## src/hw/rtl/assert_macros.svh

```systemverilog
// Assertion macros for the allocator RTL; included only by pfbf_dpath.
// Uses the module's i_clk and i_rst_n; compiled out when SYNTH is defined.
`ifndef ASSERT_MACROS_SVH
`define ASSERT_MACROS_SVH
`ifndef SYNTH
`define ASSERT_IMP(lbl, ante, cons) \
    lbl: assert property (@(posedge i_clk) disable iff (!i_rst_n) (ante) |-> (cons)) \
        else $error("assertion failed");
`define ASSERT_NEXT(lbl, ante, cons) \
    lbl: assert property (@(posedge i_clk) disable iff (!i_rst_n) (ante) |=> (cons)) \
        else $error("assertion failed");
`else
`define ASSERT_IMP(lbl, ante, cons)
`define ASSERT_NEXT(lbl, ante, cons)
`endif
`endif

```

## src/hw/rtl/pfbf_pkg.sv

```systemverilog
// Shared types and constants of the partition allocator.
// No dependencies; used by the controller, the datapath and the top level.
`default_nettype none
package pfbf_pkg;
    localparam int ADDR_BITS     = 16;
    localparam int OWNER_BITS    = 8;
    localparam int MAX_PARTS_DEF = 16;
    localparam logic [ADDR_BITS-1:0] MEM_SIZE_RST = 16'd640;

    typedef enum logic [2:0] {
        ST_OK      = 3'd0,
        ST_ZERO    = 3'd1,
        ST_NOFIT   = 3'd2,
        ST_NOOWNER = 3'd3,
        ST_FULL    = 3'd4
    } t_status;

    typedef enum logic [0:0] {
        OP_ALLOC = 1'b0,
        OP_FREE  = 1'b1
    } t_op;

    typedef enum logic [3:0] {
        CMD_NONE, CMD_LOAD, CMD_SCAN_A, CMD_SCAN_F, CMD_MARK, CMD_INS_START,
        CMD_INS_SHIFT, CMD_INS_FILL, CMD_INS_FILL2, CMD_RIGHT, CMD_LEFT,
        CMD_SHDN, CMD_DEC, CMD_RESULT
    } t_cmd_code;

    typedef struct packed {
        t_cmd_code code;
        t_status   status;
    } t_cmd;

    typedef struct packed {
        logic is_free;
        logic req_zero;
        logic scan_done;
        logic found;
        logic exact;
        logic full;
        logic ins_done;
        logic shdn_done;
        logic merged;
        logic out_busy;
    } t_dp_stat;

    typedef enum logic [3:0] {
        S_IDLE, S_DECODE, S_SCAN_A, S_EVAL, S_INS, S_FILL2, S_SCAN_F, S_RIGHT,
        S_RCHK, S_SHDN_R, S_LEFT, S_LCHK, S_SHDN_L, S_RESULT
    } t_state;
endpackage
`default_nettype wire

```

## src/hw/rtl/pfbf_ctrl.sv

```systemverilog
// Sequencer of the partition allocator: walks scan, split and merge steps.
// Depends on pfbf_pkg; drives commands into pfbf_dpath.
`default_nettype none
module pfbf_ctrl (
    input  wire               i_clk,
    input  wire               i_rst_n,
    input  wire               i_in_valid,
    output logic              o_in_ready,
    input  pfbf_pkg::t_dp_stat i_stat,
    output pfbf_pkg::t_cmd    o_cmd
);
    import pfbf_pkg::*;

    t_state  r_state, n_state;
    t_status r_status, n_status;

    always_ff @(posedge i_clk) begin
        if (!i_rst_n) begin
            r_state  <= S_IDLE;
            r_status <= ST_OK;
        end else begin
            r_state  <= n_state;
            r_status <= n_status;
        end
    end

    always_comb begin
        n_state     = r_state;
        n_status    = r_status;
        o_cmd.code  = CMD_NONE;
        o_cmd.status = r_status;
        o_in_ready  = 1'b0;
        unique case (r_state)
            S_IDLE: begin
                o_in_ready = 1'b1;
                if (i_in_valid) begin
                    o_cmd.code = CMD_LOAD;
                    n_state    = S_DECODE;
                end
            end
            S_DECODE: begin
                if (i_stat.is_free) begin
                    n_state = S_SCAN_F;
                end else if (i_stat.req_zero) begin
                    n_status = ST_ZERO;
                    n_state  = S_RESULT;
                end else begin
                    n_state = S_SCAN_A;
                end
            end
            S_SCAN_A: begin
                if (i_stat.scan_done) n_state = S_EVAL;
                else o_cmd.code = CMD_SCAN_A;
            end
            S_EVAL: begin
                if (!i_stat.found) begin
                    n_status = ST_NOFIT;
                    n_state  = S_RESULT;
                end else if (i_stat.exact) begin
                    o_cmd.code = CMD_MARK;
                    n_status   = ST_OK;
                    n_state    = S_RESULT;
                end else if (i_stat.full) begin
                    n_status = ST_FULL;
                    n_state  = S_RESULT;
                end else begin
                    o_cmd.code = CMD_INS_START;
                    n_state    = S_INS;
                end
            end
            S_INS: begin
                if (i_stat.ins_done) begin
                    o_cmd.code = CMD_INS_FILL;
                    n_state    = S_FILL2;
                end else begin
                    o_cmd.code = CMD_INS_SHIFT;
                end
            end
            S_FILL2: begin
                o_cmd.code = CMD_INS_FILL2;
                n_status   = ST_OK;
                n_state    = S_RESULT;
            end
            S_SCAN_F: begin
                if (i_stat.found) begin
                    n_state = S_RIGHT;
                end else if (i_stat.scan_done) begin
                    n_status = ST_NOOWNER;
                    n_state  = S_RESULT;
                end else begin
                    o_cmd.code = CMD_SCAN_F;
                end
            end
            S_RIGHT: begin
                o_cmd.code = CMD_RIGHT;
                n_state    = S_RCHK;
            end
            S_RCHK: n_state = i_stat.merged ? S_SHDN_R : S_LEFT;
            S_SHDN_R: begin
                if (i_stat.shdn_done) begin
                    o_cmd.code = CMD_DEC;
                    n_state    = S_LEFT;
                end else begin
                    o_cmd.code = CMD_SHDN;
                end
            end
            S_LEFT: begin
                o_cmd.code = CMD_LEFT;
                n_state    = S_LCHK;
            end
            S_LCHK: begin
                n_status = ST_OK;
                n_state  = i_stat.merged ? S_SHDN_L : S_RESULT;
            end
            S_SHDN_L: begin
                if (i_stat.shdn_done) begin
                    o_cmd.code = CMD_DEC;
                    n_state    = S_RESULT;
                end else begin
                    o_cmd.code = CMD_SHDN;
                end
            end
            S_RESULT: begin
                if (!i_stat.out_busy) begin
                    o_cmd.code = CMD_RESULT;
                    n_state    = S_IDLE;
                end
            end
            default: n_state = S_IDLE;
        endcase
    end
endmodule
`default_nettype wire

```

## src/hw/rtl/pfbf_dpath.sv

```systemverilog
// Partition table, scan registers and result register of the allocator.
// Depends on pfbf_pkg and assert_macros.svh; commanded by pfbf_ctrl.
`default_nettype none
`include "assert_macros.svh"
module pfbf_dpath #(
    parameter int MAX_PARTS = pfbf_pkg::MAX_PARTS_DEF
) (
    input  wire                              i_clk,
    input  wire                              i_rst_n,
    input  pfbf_pkg::t_cmd                   i_cmd,
    output pfbf_pkg::t_dp_stat               o_stat,
    input  wire                              i_load_op,
    input  wire [pfbf_pkg::ADDR_BITS-1:0]    i_load_req,
    input  wire [pfbf_pkg::OWNER_BITS-1:0]   i_load_own,
    input  wire                              i_strategy,
    input  wire                              i_init,
    input  wire [pfbf_pkg::ADDR_BITS-1:0]    i_init_size,
    input  wire                              i_out_ready,
    output logic                             o_out_valid,
    output logic                             o_out_success,
    output logic [pfbf_pkg::ADDR_BITS-1:0]   o_out_addr,
    output logic [2:0]                       o_out_status
);
    import pfbf_pkg::*;

    localparam int IW = $clog2(MAX_PARTS);
    localparam int CW = $clog2(MAX_PARTS + 1);

    logic [ADDR_BITS-1:0]  r_start [MAX_PARTS];
    logic [ADDR_BITS-1:0]  r_size  [MAX_PARTS];
    logic [OWNER_BITS-1:0] r_owner [MAX_PARTS];
    logic [MAX_PARTS-1:0]  r_used;

    logic [CW-1:0]         r_count, r_k;
    logic [IW-1:0]         r_pick;
    logic                  r_found, r_merged, r_op;
    logic [ADDR_BITS-1:0]  r_req, r_psize, r_paddr;
    logic [OWNER_BITS-1:0] r_own;

    logic [CW-1:0]         rd_sel, pick_w, pick_p1, pick_m1;
    logic [IW-1:0]         rd_idx, wr_idx;
    logic [ADDR_BITS-1:0]  rd_start, rd_size, wd_start, wd_size;
    logic [OWNER_BITS-1:0] rd_owner, wd_owner;
    logic                  rd_used, wd_used;
    logic                  we_start, we_size, we_used, we_owner;
    logic                  a_hit, f_hit, r_cond, l_cond;

    assign pick_w  = CW'(r_pick);
    assign pick_p1 = pick_w + CW'(1);
    assign pick_m1 = pick_w - CW'(1);

    always_comb begin
        unique case (i_cmd.code)
            CMD_INS_SHIFT: rd_sel = r_k - CW'(1);
            CMD_SHDN:      rd_sel = r_k + CW'(1);
            CMD_RIGHT:     rd_sel = pick_p1;
            CMD_LEFT:      rd_sel = pick_m1;
            default:       rd_sel = r_k;
        endcase
    end

    assign rd_idx   = rd_sel[IW-1:0];
    assign rd_start = r_start[rd_idx];
    assign rd_size  = r_size[rd_idx];
    assign rd_owner = r_owner[rd_idx];
    assign rd_used  = r_used[rd_idx];

    assign a_hit  = !rd_used && (rd_size >= r_req) && (!r_found || rd_size < r_psize);
    assign f_hit  = rd_used && (rd_owner == r_own);
    assign r_cond = (pick_p1 < r_count) && !rd_used;
    assign l_cond = (r_pick != '0) && !rd_used;

    // One table write per cycle; the command picks the entry and the fields.
    always_comb begin
        wr_idx   = r_k[IW-1:0];
        wd_start = rd_start;
        wd_size  = rd_size;
        wd_used  = rd_used;
        wd_owner = rd_owner;
        we_start = 1'b0;
        we_size  = 1'b0;
        we_used  = 1'b0;
        we_owner = 1'b0;
        unique case (i_cmd.code)
            CMD_SCAN_F: if (f_hit) begin
                wd_used  = 1'b0;
                wd_owner = '0;
                we_used  = 1'b1;
                we_owner = 1'b1;
            end
            CMD_MARK: begin
                wr_idx   = r_pick;
                wd_used  = 1'b1;
                wd_owner = r_own;
                we_used  = 1'b1;
                we_owner = 1'b1;
            end
            CMD_INS_SHIFT, CMD_SHDN: begin
                we_start = 1'b1;
                we_size  = 1'b1;
                we_used  = 1'b1;
                we_owner = 1'b1;
            end
            CMD_INS_FILL: begin
                wr_idx   = r_pick;
                wd_start = r_paddr;
                wd_size  = r_req;
                wd_used  = 1'b1;
                wd_owner = r_own;
                we_start = 1'b1;
                we_size  = 1'b1;
                we_used  = 1'b1;
                we_owner = 1'b1;
            end
            CMD_INS_FILL2: begin
                wr_idx   = pick_p1[IW-1:0];
                wd_start = r_paddr + r_req;
                wd_size  = r_psize - r_req;
                wd_used  = 1'b0;
                we_start = 1'b1;
                we_size  = 1'b1;
                we_used  = 1'b1;
            end
            CMD_RIGHT: begin
                wr_idx  = r_pick;
                wd_size = r_psize + rd_size;
                we_size = r_cond;
            end
            CMD_LEFT: begin
                wr_idx  = pick_m1[IW-1:0];
                wd_size = rd_size + r_psize;
                we_size = l_cond;
            end
            default: ;
        endcase
    end

    always_ff @(posedge i_clk) begin
        if (!i_rst_n || i_init) begin
            r_start[0] <= '0;
            r_size[0]  <= i_rst_n ? i_init_size : MEM_SIZE_RST;
        end else begin
            if (we_start) r_start[wr_idx] <= wd_start;
            if (we_size)  r_size[wr_idx]  <= wd_size;
        end
        if (we_owner) r_owner[wr_idx] <= wd_owner;
    end

    always_ff @(posedge i_clk) begin
        if (!i_rst_n || i_init) begin
            r_used  <= '0;
            r_count <= CW'(1);
        end else begin
            if (we_used) r_used[wr_idx] <= wd_used;
            if (i_cmd.code == CMD_INS_FILL2) r_count <= r_count + CW'(1);
            if (i_cmd.code == CMD_DEC && r_count > CW'(1)) r_count <= r_count - CW'(1);
        end
    end

    always_ff @(posedge i_clk) begin
        if (!i_rst_n) begin
            r_found  <= 1'b0;
            r_merged <= 1'b0;
            r_k      <= '0;
        end else begin
            unique case (i_cmd.code)
                CMD_LOAD: begin
                    r_found <= 1'b0;
                    r_k     <= '0;
                end
                CMD_SCAN_A: begin
                    if (a_hit) begin
                        r_found <= 1'b1;
                        r_pick  <= rd_idx;
                        r_psize <= rd_size;
                        r_paddr <= rd_start;
                    end
                    r_k <= r_k + CW'(1);
                end
                CMD_SCAN_F: begin
                    if (f_hit) begin
                        r_found <= 1'b1;
                        r_pick  <= rd_idx;
                        r_psize <= rd_size;
                        r_paddr <= rd_start;
                    end else begin
                        r_k <= r_k + CW'(1);
                    end
                end
                CMD_INS_START: r_k <= r_count;
                CMD_INS_SHIFT: r_k <= r_k - CW'(1);
                CMD_SHDN:      r_k <= r_k + CW'(1);
                CMD_RIGHT: begin
                    r_merged <= r_cond;
                    if (r_cond) begin
                        r_psize <= wd_size;
                        r_k     <= pick_p1;
                    end
                end
                CMD_LEFT: begin
                    r_merged <= l_cond;
                    if (l_cond) r_k <= pick_w;
                end
                default: ;
            endcase
        end
    end

    always_ff @(posedge i_clk) begin
        if (i_cmd.code == CMD_LOAD) begin
            r_op  <= i_load_op;
            r_req <= i_load_req;
            r_own <= i_load_own;
        end
    end

    // Result register: a finished item waits here while the next one is taken.
    always_ff @(posedge i_clk) begin
        if (!i_rst_n) begin
            o_out_valid <= 1'b0;
        end else if (i_cmd.code == CMD_RESULT) begin
            o_out_valid <= 1'b1;
        end else if (i_out_ready) begin
            o_out_valid <= 1'b0;
        end
    end

    always_ff @(posedge i_clk) begin
        if (i_cmd.code == CMD_RESULT) begin
            o_out_success <= (i_cmd.status == ST_OK);
            o_out_addr    <= (i_cmd.status == ST_OK) ? r_paddr : '0;
            o_out_status  <= i_cmd.status;
        end
    end

    always_comb begin
        o_stat.is_free   = (r_op == OP_FREE);
        o_stat.req_zero  = (r_req == '0);
        o_stat.scan_done = (r_k >= r_count) || (!r_op && !i_strategy && r_found);
        o_stat.found     = r_found;
        o_stat.exact     = (r_psize == r_req);
        o_stat.full      = (r_count >= CW'(MAX_PARTS));
        o_stat.ins_done  = (r_k == pick_w);
        o_stat.shdn_done = ((r_k + CW'(1)) >= r_count);
        o_stat.merged    = r_merged;
        o_stat.out_busy  = o_out_valid && !i_out_ready;
    end

    `ASSERT_IMP(a_count_range, 1'b1, (r_count != '0) && (r_count <= CW'(MAX_PARTS)))
    `ASSERT_IMP(a_scan_in_table, (i_cmd.code == CMD_SCAN_A) || (i_cmd.code == CMD_SCAN_F), r_k < r_count)
    `ASSERT_NEXT(a_split_grows, (i_cmd.code == CMD_INS_FILL2) && !i_init, r_count == $past(r_count) + CW'(1))
    `ASSERT_IMP(a_split_has_room, i_cmd.code == CMD_INS_START, r_count < CW'(MAX_PARTS))
endmodule
`default_nettype wire

```

## src/hw/rtl/partition_first_best_fit_allocator_core.sv

```systemverilog
// A zero-size allocate goes straight to the result; an allocate scans the table, and a split
// also shifts the entries above the picked one up by one; a free scans for the owner's entry
// and merges it with a free right and then left neighbour, shifting the later entries down
// for each merge. One table access per cycle. One item at a time; the next is taken once the
// result is registered, and a stalled result holds the block. Reset (synchronous, active
// low) leaves one free partition of 640 units, first fit. Uses pfbf_pkg, pfbf_ctrl, pfbf_dpath.
`default_nettype none
module partition_first_best_fit_allocator_core #(
    parameter int MAX_PARTS = pfbf_pkg::MAX_PARTS_DEF
) (
    input  wire         i_clk,
    input  wire         i_rst_n,
    input  wire         i_s_axis_tvalid,
    output logic        o_s_axis_tready,
    input  wire  [23:0] i_s_axis_tdata,  // [15:0] request_size, [23:16] owner_id
    input  wire         i_s_axis_tuser,  // [0] op
    output logic        o_m_axis_tvalid,
    input  wire         i_m_axis_tready,
    output logic [23:0] o_m_axis_tdata,  // [15:0] start_address, [18:16] status, rest zero
    output logic        o_m_axis_tuser,  // [0] success
    input  wire         psel,
    input  wire         penable,
    input  wire         pwrite,
    input  wire  [2:0]  paddr,
    input  wire  [31:0] pwdata,
    output logic [31:0] prdata,
    output logic        pready
);
    import pfbf_pkg::*;

    localparam logic REG_FIT = 1'b0;
    localparam logic REG_MEM = 1'b1;

    logic                 r_strategy;
    logic [ADDR_BITS-1:0] r_mem_size;
    logic                 cfg_wr, init;
    t_cmd                 cmd;
    t_dp_stat             stat;
    logic [ADDR_BITS-1:0] out_addr;
    logic [2:0]           out_status;

    assign pready = 1'b1;
    assign cfg_wr = psel && penable && pwrite;
    assign init   = cfg_wr && (paddr[2] == REG_MEM);

    always_ff @(posedge i_clk) begin
        if (!i_rst_n) begin
            r_strategy <= 1'b0;
            r_mem_size <= MEM_SIZE_RST;
        end else if (cfg_wr) begin
            if (paddr[2] == REG_FIT) r_strategy <= pwdata[0];
            else r_mem_size <= pwdata[ADDR_BITS-1:0];
        end
    end

    always_comb begin
        unique case (paddr[2])
            REG_FIT: prdata = {31'd0, r_strategy};
            default: prdata = {{(32-ADDR_BITS){1'b0}}, r_mem_size};
        endcase
    end

    pfbf_ctrl u_ctrl (
        .i_clk      (i_clk),
        .i_rst_n    (i_rst_n),
        .i_in_valid (i_s_axis_tvalid),
        .o_in_ready (o_s_axis_tready),
        .i_stat     (stat),
        .o_cmd      (cmd)
    );

    pfbf_dpath #(.MAX_PARTS(MAX_PARTS)) u_dpath (
        .i_clk         (i_clk),
        .i_rst_n       (i_rst_n),
        .i_cmd         (cmd),
        .o_stat        (stat),
        .i_load_op     (i_s_axis_tuser),
        .i_load_req    (i_s_axis_tdata[15:0]),
        .i_load_own    (i_s_axis_tdata[23:16]),
        .i_strategy    (r_strategy),
        .i_init        (init),
        .i_init_size   (pwdata[ADDR_BITS-1:0]),
        .i_out_ready   (i_m_axis_tready),
        .o_out_valid   (o_m_axis_tvalid),
        .o_out_success (o_m_axis_tuser),
        .o_out_addr    (out_addr),
        .o_out_status  (out_status)
    );

    assign o_m_axis_tdata = {5'd0, out_status, out_addr};
endmodule
`default_nettype wire

```

## config.mk

```make
export PLATFORM = sky130hd
export DESIGN_NAME = partition_first_best_fit_allocator_core
export DESIGN_NICKNAME = d
export VERILOG_FILES = /design/src/hw/rtl/pfbf_pkg.sv /design/src/hw/rtl/pfbf_ctrl.sv /design/src/hw/rtl/pfbf_dpath.sv /design/src/hw/rtl/partition_first_best_fit_allocator_core.sv
export VERILOG_INCLUDE_DIRS = /design/src /design/src/hw/rtl
export SDC_FILE = /design/constraint.sdc
export NUM_CORES = 1
export LEC_CHECK = 0
export ABC_AREA = 1
export BUFFER_PORTS_ARGS = -buffer_cell sky130_fd_sc_hd__buf_2
export CAP_MARGIN = 20
export CORE_MARGIN = 1
export CORE_UTILIZATION = 40
export CTS_BUF_LIST = sky130_fd_sc_hd__clkbuf_8
export CTS_CLUSTER_SIZE = 14
export DETAILED_ROUTE_END_ITERATION = 8
export PLACE_DENSITY_LB_ADDON = 0.05
export SYNTH_ARGS = -nofsm -noshare
export SYNTH_HDL_FRONTEND = slang
export SYNTH_SLANG_ARGS = --single-unit
```

## constraint.sdc

```tcl
create_clock -name i_clk -period 7.4 [get_ports i_clk]
set_clock_uncertainty 0.1 [all_clocks]
set_input_delay 1.11 -clock i_clk [delete_from_list [all_inputs] [get_ports i_clk]]
set_output_delay 1.11 -clock i_clk [all_outputs]
set_load 0.005 [all_outputs]
```

==> reports/qor.txt <==
YOSYS
--------------------------------------------------------------------------------------
Top FF cell, synth                                                        sky130_fd_sc_hd__edfxtp_1
EDFF count, synth                                                                  721
Cell area after technology mapping                                         36600 sq um
Cell variety after synth                                                            59
Ranking of synthesized cells by area                                      sky130_fd_sc_hd__edfxtp_1, sky130_fd_sc_hd__nand2_1, sky130_fd_sc_hd__nor2_1
#FFs+latches synth                                                                 774
Library cell occupying the most area in the post-synthesis netlist        sky130_fd_sc_hd__edfxtp_1
Warnings from Yosys                                                                  0
Share of the synthesized area in the top cell type                               59.1%
Seq/Total Area, Yosys                                                            62.0%
Fraction of synthesis flops using an asynchronous set or reset pin                  0%
Mean instance size in the synthesized netlist                               10.3 sq um
Synthesized instance count                                                        3548

CLOCK TREE
--------------------------------------------------------------------------------------
Count of hold-fix buffers inserted at cts                                            0
Deepest level of the CTS H-tree                                                      4
Number of buffers created by CTS                                                   137
Maximum root-to-sink buffer count                                                    3
Setup Buffers After CTS                                                              0
Clock slew at reported path FFs                                                0.06 ns
Quantity of gates resized following cts                                              0
Root buffer cell                                                          sky130_fd_sc_hd__clkbuf_8
TritonCTS clock tree                                                              done
Clock sinks                                                                        774
Clock latency on the worst-skew pair                                           0.82 ns

STA
--------------------------------------------------------------------------------------
Final number of hold-violating endpoints                                             0
Max Slew Vio Count                                                                   0
Setup repair after global routing missed its margin                              false
Final setup violation count                                                          0
Measured slew at the worst slew-check pin                                      1.18 ns
Max Fclk                                                                       144 MHz
TNS Setup                                                                         0 ns
Final min period                                                               6.94 ns
Worst slew margin                                                                21.4%
Final worst path period share                                                    93.8%

WORST HOLD PATH
--------------------------------------------------------------------------------------
Path class of the lowest-slack min-delay path                               reg -> reg
Worst hold start                                                          r_mem_size[7]

GLOBAL ROUTING
--------------------------------------------------------------------------------------
Initial antenna violation count                                                      3
GRT Total Usage                                                                  24.5%
Number of global-route vias before repair                                        26300
Total congestion overflow                                                            0
First-pass GRT wire length                                                   168000 um
Pin count of the biggest net entering global routing                               209

DIE
--------------------------------------------------------------------------------------
Die H                                                                           305 um
Floorplan core area                                                        90400 sq um
IO Count                                                                           127
Effective utilization at floorplan                                               40.5%
Floorplan die width                                                             305 um
Std cell rows                                                                      110
Die outline area                                                           92800 sq um

WORST SETUP PATH
--------------------------------------------------------------------------------------
Endpoint required time on the critical path                                    7.83 ns
Highest fanout seen on the critical path                                            57
Worst reg2reg path endpoint                                               u_dpath.r_size[0][10]
Worst setup path startpoint                                               u_dpath.r_k[0]
Kind of launch point of the worst setup path                                  register
Worst Path Class, Setup                                                     reg -> reg
R2r setup slk                                                                  0.46 ns
Startpoint of the worst-slack reg-to-reg timing path                      u_dpath.r_k[0]
Largest stage delay, worst path                                                0.54 ns
Data arrival time at the worst-slack endpoint                                  7.38 ns
Endpoint class of the critical path                                           register
Worst r2r path cells                                                                33
Critical path destination                                                 u_dpath.r_size[0][10]
Library cell contributing the largest single delay on the critical path   sky130_fd_sc_hd__dfxtp_1

POWER AND IR DROP
--------------------------------------------------------------------------------------
Combinational share of power                                                     51.8%
Sequential cell fraction of total power                                          29.3%
Reported net switching power                                                   9.30 mW
Clock group share of total power                                                 18.9%
Worst ir drop on vdd                                                        0.000524 V
Total power divided by cell area                                           482 nW/um^2
Internal Pwr Total                                                             10.9 mW
Switching portion of total power                                                 46.0%
Leakage power total                                                            16.4 nW

PLACED DESIGN
--------------------------------------------------------------------------------------
Placed instance count                                                             4792
Placer's final routability congestion estimate                                   0.906
HPWL after DPL                                                                71900 um
Count of buffers inserted at the top-level ports                                    86

JOB
--------------------------------------------------------------------------------------
Max-cap violations                                                                   0

DRT
--------------------------------------------------------------------------------------
DRT iter0 DRCs                                                                    2433
Remaining number of nets flagged by the antenna check after routing                  0
Detail-routed via count per cell                                                  5.41
DRC violations left                                                                  0
Pre-antenna DRT Iters                                                                6
Total Routed Length                                                          114000 um
Mean routed wirelength per cell                                                22.6 um
Detailed-route via count                                                         27300

FINAL LAYOUT
--------------------------------------------------------------------------------------
Synthesis-to-finish area growth                                                  14.3%
Most frequent cells in the layout                                         sky130_fd_sc_hd__nand2_1, sky130_fd_sc_hd__edfxtp_1, sky130_fd_sc_hd__nor2_1, sky130_fd_sc_hd__inv_1, sky130_fd_sc_hd__nand3_1
Final #Nets                                                                       3926
Share of post-route cells with drive strength above 1                            13.6%
Leading cell type in the layout, fill and taps excluded                   sky130_fd_sc_hd__nand2_1
Fill cell total of the finished layout                                            8390
Post-route non-filler standard cell count                                         5037

STATUS
--------------------------------------------------------------------------------------
Result of the run                                                         finished, final reports clean

==> layout make-up <==
type                            instances  area (sq um)  share of cell area (%)
Clock inverter                         98           621                    1.48
Clock buffer                          143          1970                    4.70
Inverter                              316          1190                    2.85
Antenna cell                            2          5.00                  0.0119
Timing Repair Buffer                  246          1900                    4.54
Tap cell                             1176          1470                    3.51
Multi-Input combinational cell       2282         12000                    28.7
Sequential cell                       774         22700                    54.2
==> state kept, by name, indices dropped and copies added (netlist names), 5 cells and up <==
register,cells
u_dpath.r_own,8
u_dpath.r_req,16
u_dpath.r_size,256
u_dpath.r_start,256
u_dpath.r_count,5
u_dpath.r_owner,128
u_dpath.r_psize,16
u_dpath.r_paddr,16
u_dpath.r_used,16
r_mem_size,16
u_dpath.r_k,5
u_dpath.o_out_addr,16
==> cells by family after synthesis <==
group                      share of synthesized area [%]
and+or+nand+nor                                     18.1
DFF                                                 62.0
AOI/OAI and AO/OA                                   10.2
buffers and inverters                               5.80
adders and majority gates                           3.54
xor gates and xnor gates                           0.359
other                                             0.0205
muxes                                             0.0273
==> metrics by stage <==
step / hold slack [ns] / utilization, % / setup slack [ns] / total power [mW] / cell area, sq um
6_report: 0.367 / 46.3 / 0.456 / 20.2 / 41900
5_1_grt: 0.313 / 46.3 / 0.0312 / 21.7 / 41900
4_1_cts: 0.279 / 46.3 / 0.500 / 20.3 / 41900
3_5_place_dp: 0.356 / 43.4 / 0.530 / 16.5 / 39300
3_3_place_gp: 0.339 / 43.4 / 0.579 / 16.3 / 39300
2_1_floorplan: 0.326 / - / 1.33 / 12.5 / 36700
==> how the worst min path moves through the flow <==
stage,end,slack [ns],cells past startpoint
after CTS,u_dpath.r_req[5],0.28,1
after global routing,u_dpath.r_own[6],0.31,1
after global placement,r_mem_size[9],0.34,2
after detailed placement,r_mem_size[7],0.36,2
final,r_mem_size[7],0.37,2
after floorplan,u_dpath.o_out_status[1],0.33,0
==> worst max-delay path, delay by kind of cell (launching register included) <==
kind	cells	cell delay [ns]
fa+ha+maj	3	0.69
buf+inv	8	1.45
simple gates	10	1.52
xor+xnor	1	0.20
compound gates	11	2.12
flops	1	0.54
==> metal layers <==
layer | routed length (um) | part of all wire [%] | track usage, %
met1 | 51200 | 45 | 33.6
met2 | 52800 | 46 | 39.2
met3 | 6580 | 5.8 | 4.07
met4 | 3230 | 2.8 | 8.63
met5 | 0 | 0 | 0
==> power by group through the flow <==
stage                     clock (mW)  sequential (mW)  combinational, mW
after detailed placement           0             6.00               10.5
after global placement             0             5.99               10.3
after CTS                       3.92             5.91               10.5
after global routing            4.11             5.93               11.6
after floorplan                    0             5.90               6.56
final                           3.81             5.92               10.5
==> synthesized netlist by cell type (12+ instances only) <==
master / count
sky130_fd_sc_hd__o311ai_0: 36
sky130_fd_sc_hd__o21ai_0: 147
sky130_fd_sc_hd__a32o_1: 29
sky130_fd_sc_hd__o211ai_1: 88
sky130_fd_sc_hd__xor2_1: 12
sky130_fd_sc_hd__buf_4: 28
sky130_fd_sc_hd__nand3b_1: 46
sky130_fd_sc_hd__buf_1: 28
sky130_fd_sc_hd__inv_2: 18
sky130_fd_sc_hd__a21oi_1: 155
sky130_fd_sc_hd__o21ai_1: 18
sky130_fd_sc_hd__or2_2: 20
sky130_fd_sc_hd__nand3_1: 261
sky130_fd_sc_hd__nand4_1: 20
sky130_fd_sc_hd__o32ai_1: 34
sky130_fd_sc_hd__nor3_1: 14
sky130_fd_sc_hd__nor2_1: 433
sky130_fd_sc_hd__buf_2: 42
sky130_fd_sc_hd__edfxtp_1: 721
sky130_fd_sc_hd__clkbuf_1: 92
sky130_fd_sc_hd__nand2_1: 736
sky130_fd_sc_hd__a31oi_1: 24
sky130_fd_sc_hd__ha_1: 99
sky130_fd_sc_hd__dfxtp_1: 53
sky130_fd_sc_hd__inv_1: 298
Note: power is estimated with default switching activity, not from simulation.
